## src/rtl/core/tps_ram.sv

```systemverilog
module tps_ram #(
  parameter int WIDTH = 8,
  parameter int DEPTH = 16
) (
  input  logic                                   clk_i,
  input  logic                                   we_i,
  input  logic [(DEPTH > 1 ? $clog2(DEPTH) : 1)-1:0] waddr_i,
  input  logic [WIDTH-1:0]                       wdata_i,
  input  logic                                   re_i,
  input  logic [(DEPTH > 1 ? $clog2(DEPTH) : 1)-1:0] raddr_i,
  output logic [WIDTH-1:0]                       rdata_o
);

  logic [WIDTH-1:0] mem_q [DEPTH];
  logic [WIDTH-1:0] rdata_q;

  // A read of the address written in the same cycle returns the old contents.
  always_ff @(posedge clk_i) begin
    if (we_i) begin
      mem_q[waddr_i] <= wdata_i;
    end
    if (re_i) begin
      rdata_q <= mem_q[raddr_i];
    end
  end

  assign rdata_o = rdata_q;

endmodule

```

## config.mk

```make
export PLATFORM = sky130hd
export DESIGN_NAME = tps_ram
export DESIGN_NICKNAME = d
export VERILOG_FILES = /design/src/rtl/core/tps_ram.sv
export SDC_FILE = /design/constraint.sdc
export NUM_CORES = 1
export LEC_CHECK = 0
export BUFFER_PORTS_ARGS = -buffer_cell sky130_fd_sc_hd__buf_2
export CAP_MARGIN = 30
export CORE_MARGIN = 5
export CORE_UTILIZATION = 60
export CTS_CLUSTER_SIZE = 12
export DETAILED_ROUTE_END_ITERATION = 12
export PLACE_DENSITY = 0.78
export SETUP_SLACK_MARGIN = 0.15
export SLEW_MARGIN = 20
export SYNTH_ARGS = -nofsm -noshare
export SYNTH_HDL_FRONTEND = slang
export SYNTH_SLANG_ARGS = --single-unit
```

## constraint.sdc

```tcl
create_clock -name clk_i -period 1.7 [get_ports clk_i]
set_input_delay 0 -clock clk_i [delete_from_list [all_inputs] [get_ports clk_i]]
set_output_delay 0 -clock clk_i [all_outputs]
set_load 0.03 [all_outputs]
```

* Yosys cells after proc, flatten, opt, wreduce, memory -nomap -nowiden
Memories as Yosys holds them, arrays and structs flattened. A register that Yosys moved wholly into a read port is not among the register bits. Index checks and enable logic that the tools add are counted.
Cells by class: multiplexer cells 2
Operators with widths (count):
- $mux W1 | 2
Word-level totals: register bits after elaboration 0, RAM bits 128, bits of input ports 19, output and inout port bits 8, memories kept 1
Memories:
- mem_q | depth 16, width 8, read ports 1, clocked after memory_dff 1, wr ports 1, line 14 | logic [WIDTH-1:0] mem_q [DEPTH];

* Depth between registers and ports, before layout
Gate-level depths: netlist (run 1).
depth in word-level cells 2, mapped depth 5, mapped depth without buffers 3

* Least setup slack after synthesis (run 1)
No wires, ideal clock.
path kind input -> register, start point in waddr_i[2] (netlist name), end point mem mem_q[0][0], enable pin, arrival time 1.110 ns, required time 1.317 ns, path slack 0.207 ns, cell stages on the path 2, buffers on the path 0, cells stage by stage or3b_2 nor3_1
RTL lines:
- start, declared | line 7 | input logic [(DEPTH > 1 ? $clog2(DEPTH) : 1)-1:0] waddr_i,
- end, declared | line 14
Straight into the memory's write port.

==> results.toml, run 1 <==
[sta]
worstMarginPinSlew_ns = 0.783
timing.hold.ws_ns = 0.0804
fin_skew_ns = 0.00417
setup_viol = 0
rsz0062_at_grt = "no"
setup_tns_ns = 0
fmax_mhz = 669
hold_viol = 0
period_needed_ns = 1.49
period_share = 0.879
drv_slew = 0
max_slew_margin = 0.476

[floorplan]
core_um2 = 8590
die_h_um = 103
start_util = 0.608
fp.dieW_um = 103
fp-row-count = 34
die_area_um2 = 10700
io-pin-count = 27

[worst_setup_path]
crit_required_ns = 1.95
worstPathArrival_ns = 1.74
path_cells = "mux4_2, a22oi_2, nand2_1"
endpoint_kind = "flop"
regToRegSetupSlack_ns = 0.21
r2r_start = "mem_q[3][3]"
r2r_cells = 3
crit_slowest_cell = "mux4_2"
rr_endpoint = "rdata_o[3]"
crit_type = "reg -> reg"
start_kind = "flop"
worstPathMaxFanout = 1
max_stage_delay_ns = 0.52

[clock_network]
cts_sinks = 136
cts_tree = "done"
root_buffer = "clkbuf_8"
cts_setup_buffers = 0
cts_buffers = 17
clockBufferDepth = 2
clk_latency_ns = 0.51
htreeDepth = 4
clkTransAtPathRegs_ns = 0.06

[drt]
m1WireLength_um = 4020
drc = 0
routed.top_layer = "met4"
ant_nets = 0
vias_per_cell = 6.05
met3WireLength_um = 637
wl_per_cell_um = 23.6
drtIter0Drc = 245
via_count = 2506
routed_wl_um = 9790
dr.pass1.iters = 4
wl_met2_um = 5010

[synthesis]
synth_fa_ha_area_frac = 0
synth_area_um2 = 5230
synthFlopType = "edfxtp_1"
syn_nets = 248
synth_edf_count = 136
yosysMostFrequentCell = "edfxtp_1"
synth_compound_area_frac = 0.0230
yosys_warnings = 0
synthTopCellsByArea = "edfxtp_1, mux4_2, mux4_1"
synthTopCellsByCount = "edfxtp_1, mux4_2, a22oi_1, mux4_1, nor2_1"
ys_seq_area_frac = 0.781
synthMuxAreaShare = 0.148
ys_ff_latch = 136
synthXorXnorAreaFrac = 0
synthArstFlopShare = 0
syn_avg_cell_area_um2 = 22.8
synth.distinct_cells = 18
synth_top_cell_by_area = "edfxtp_1"
synth_top_area_share = 0.781
yosys.area_share.simple = 0.0314
synth_top_family_by_area = "multiplexers"
synthCells = 229

[grt]
grt_pass1_vias = 2631
antenna_found_initial = 0
grt_usage = 0.208
grt_max_degree = 21
grt_first_pass_wirelength_um = 15200
grt-ovfl-total = 0

[power]
peakVddDrop_mv = 0.916
power_mw = 7.84
power_density_nw_per_um2 = 1250
p_leak_nw = 2.16

[place]
hpwl_um = 5890
dp_cells = 374
io_buffer_count = 26
place_congestion = 0.769

[hold_path]
min_to = "mem_q[0][5]"
hold_class = "in -> reg"
whs_path_depth = 3
worstHoldStart = "waddr_i[1]"

[layout]
final_cells = 414
drive_gt1_frac = 0.333
n_antenna_cell = 0
syn2layout_area_growth_pct = 20.4
nets = 313

[run]
drv_cap = 0

[run_status]
status = "complete, no violations"
## area by class of cell
type | instances | area [um^2]
Sequential cell | 136 | 4080
Clock buffer | 17 | 414
Multi-Input combinational cell | 83 | 1080
Tap cell | 108 | 135
Fill cell | 485 | 2300
Clock inverter | 14 | 181
Timing Repair Buffer | 56 | 403
## worst max path at each step
stage	startpoint	cells after the start	endpoint
global route	mem_q[1][1]	3	rdata_o[1]
global placement	raddr_i[0]	5	rdata_o[1]
finish	mem_q[3][3]	3	rdata_o[3]
CTS	mem_q[3][3]	3	rdata_o[3]
detailed placement	raddr_i[0]	5	rdata_o[1]
floorplan	waddr_i[2]	2	mem_q[0][0]
## power breakdown
| part | internal (mW) | switching [mW] | total [mW] |
|---|---|---|---|
| logic | 0.169 | 0.238 | 0.406 |
| clock network | 2.36 | 1.28 | 3.64 |
| registers | 3.78 | 0.0177 | 3.80 |
## worst max-delay path: cells and delay by family, from the launching register on
kind            cells  cell delay (ns)
mux                 1             0.52
flops               1             0.40
compound gates      1             0.21
simple gates        1             0.11
## through the flow
stage	util	setup WS (ns)	area [um^2]
3_5_place_dp	0.650	0.129	5590
6_report	0.733	0.205	6300
5_1_grt	0.733	0.140	6300
4_1_cts	0.730	0.162	6270
3_3_place_gp	0.650	0.166	5590
2_1_floorplan	-	0.207	5230
## placed cells by master (no fill, tap or decap), drive strengths merged
cell type	Yosys	routed
mux4	32	32
bufinv	0	4
clkinv	0	7
clkinvlp	0	2
nand3b	2	2
or3b	1	1
nor2b	1	1
nor2	13	13
dlygate4sd3	0	9
edfxtp	136	136
buf	7	47
and2	1	1
nand2	9	9
nand3	1	1
inv	0	1
and2b	1	1
nand2b	2	2
nor3	4	4
a22oi	16	16
clkbuf	0	17
## metal layers
layer	up-vias	track usage
met3	14	0.0537
li1	1112	-
met2	106	0.326
met5	-	0
met1	1274	0.288
met4	0	0.0737
## cell families (layout without fill, tap and decap cells)
family / after synthesis / after routing
buffers and inverters: 10 / 87
multiplexers: 32 / 32
AND/OR/NAND/NOR: 35 / 35
flip-flops: 136 / 136
AO/OA/AOI/OAI: 16 / 16
## registers in the layout, indices dropped and copies added (netlist names)
register  flops
mem_q       128
rdata_o       8
## repair_timing
| action | in CTS | in global routing |
|---|---|---|
| endpoints found under the setup margin | 1 | 5 |
| cloned | 0 | 0 |
| resized for setup | 1 | 5 |
| hold endpoints to repair | 136 | 0 |
| hold buffers | 9 | 0 |
Power figures use the tool's default switching activity.
==> inputs of run 2 (changes only) <==
--- a/config.mk
+++ b/config.mk
@@ -7,6 +7,7 @@
 export LEC_CHECK = 0
 export BUFFER_PORTS_ARGS = -buffer_cell sky130_fd_sc_hd__buf_2
 export CAP_MARGIN = 30
+export CORE_ASPECT_RATIO = 0.75
 export CORE_MARGIN = 5
 export CORE_UTILIZATION = 60
 export CTS_CLUSTER_SIZE = 12
==> run 2 against run 1 <==
  * Utilization increased by 1.7 points
  * Sequential share of layout area decreased by 0.73 points
  * Combinational power increased by 1%
  * Non-clock buffer count increased by 5
  * Sequential power about the same
  * Design area increased by 1.1%
  * Critical endpoint is now rdata_o[5]
  * Largest cell class unchanged
  * Largest power group unchanged
==> results.toml, run 2 (synthesized netlist as in run 1, its figures left out) <==
[run_status]
status = "complete, no violations"

[floorplan]
io-pin-count = 27
die_area_um2 = 10700
fp.dieW_um = 118
core_um2 = 8490
start_util = 0.616
fp-row-count = 29
die_h_um = 90.8

[clock_network]
cts_tree = "done"
htreeDepth = 4
root_buffer = "clkbuf_16"
clockBufferDepth = 2
clkTransAtPathRegs_ns = 0.06
clk_latency_ns = 0.42
cts_setup_buffers = 0
cts_buffers = 17
cts_sinks = 136

[worst_setup_path]
worstPathArrival_ns = 1.68
endpoint_kind = "flop"
crit_type = "reg -> reg"
worstPathMaxFanout = 1
crit_required_ns = 1.86
start_kind = "flop"

[sta]
max_slew_margin = 0.720
hold_viol = 0
setup_viol = 0
drv_slew = 0
rsz0062_at_grt = "no"
setup_tns_ns = 0
period_share = 0.890
fmax_mhz = 661
fin_skew_ns = 0.00997
period_needed_ns = 1.51
worstMarginPinSlew_ns = 0.419

[place]
dp_cells = 379
io_buffer_count = 26
hpwl_um = 6400
place_congestion = 0.795

[layout]
drive_gt1_frac = 0.337
final_cell_mix = "edfxtp_1, buf_2, buf_4"
syn2layout_area_growth_pct = 21.8
multiInputGateArea_um2 = 1090
fillers = 498
final_cells = 420
n_antenna_cell = 0
nets = 318
largest_reg_flops = 128
register_area_um2 = 4080
final_common_cell = "edfxtp_1"
top_register = "mem_q"

[drt]
routed.top_layer = "met4"
wl_met2_um = 4590
dr.pass1.iters = 4
met3WireLength_um = 900
drtIter0Drc = 232
routed_wl_um = 10200
m1WireLength_um = 4510
wl_per_cell_um = 24.2
via_count = 2535
vias_per_cell = 6.04
drc = 0
ant_nets = 0

[grt]
grt_max_degree = 33
grt_pass1_vias = 2652
antenna_found_initial = 0
grt-ovfl-total = 0
grt_first_pass_wirelength_um = 16000
grt_usage = 0.212

[power]
power_density_nw_per_um2 = 1250
peakVddDrop_mv = 1.15
p_leak_nw = 2.19

[hold_path]
hold_class = "in -> reg"

[run]
drv_cap = 0
[run 2: metrics by stage]
stage               instance area (um^2)  hold WS, ns  power (mW)  utilization  setup slack, ns
finish                              6370        0.130        7.95        0.750            0.188
global route                        6370        0.132        8.24        0.750            0.153
detailed placement                  5640        0.393        4.26        0.664           0.0921
global placement                    5640        0.390        4.25        0.664            0.123
floorplan                           5230       0.0989        4.09            -            0.207
CTS                                 6340       0.0998        8.00        0.747            0.152
[run 2: worst max-delay path, cell delays in order (launching register included)]
cell and delay (ns):
edfxtp_1 0.38, mux4_1 0.53, a22oi_2 0.25, nand2_1 0.09
[run 2: area by class of cell]
cell class / instances / share of cell area
Sequential cell: 136 / 0.641
Multi-Input combinational cell: 83 / 0.171
Timing Repair Buffer: 61 / 0.0711
Clock buffer: 17 / 0.0668
Clock inverter: 15 / 0.0287
Tap cell: 108 / 0.0212
[run 2: final timing paths]
| check | from | to | slack [ns] | depth (start not counted) |
|---|---|---|---|---|
| min reg2reg | mem_q[8][2] | rdata_o[2] | 0.75 | 3 |
| min | waddr_i[0] | mem_q[0][6] | 0.13 | 3 |
| max reg2reg | mem_q[2][5] | rdata_o[5] | 0.19 | 3 |
| max | mem_q[2][5] | rdata_o[5] | 0.19 | 3 |
[run 2: routing by layer]
layer,global-route usage,vias to the layer above
li1,-,1126
met1,0.312,1304
met5,0,-
met3,0.0895,16
met2,0.285,89
met4,0.0783,0
[run 2: repair_timing]
action / 4_1_cts / 5_1_grt
gates resized for setup: 1 / 5
hold endpoints to repair: 136 / 0
cloned: 0 / 0
setup endpoints to repair: 1 / 5
hold buffers: 9 / 0
[run 2: power by group]
group          switching [mW]  internal, mW  leakage (nW)
Combinational           0.238         0.174         0.665
Clock                    1.31          2.42         0.293
Sequential             0.0235          3.78          1.24
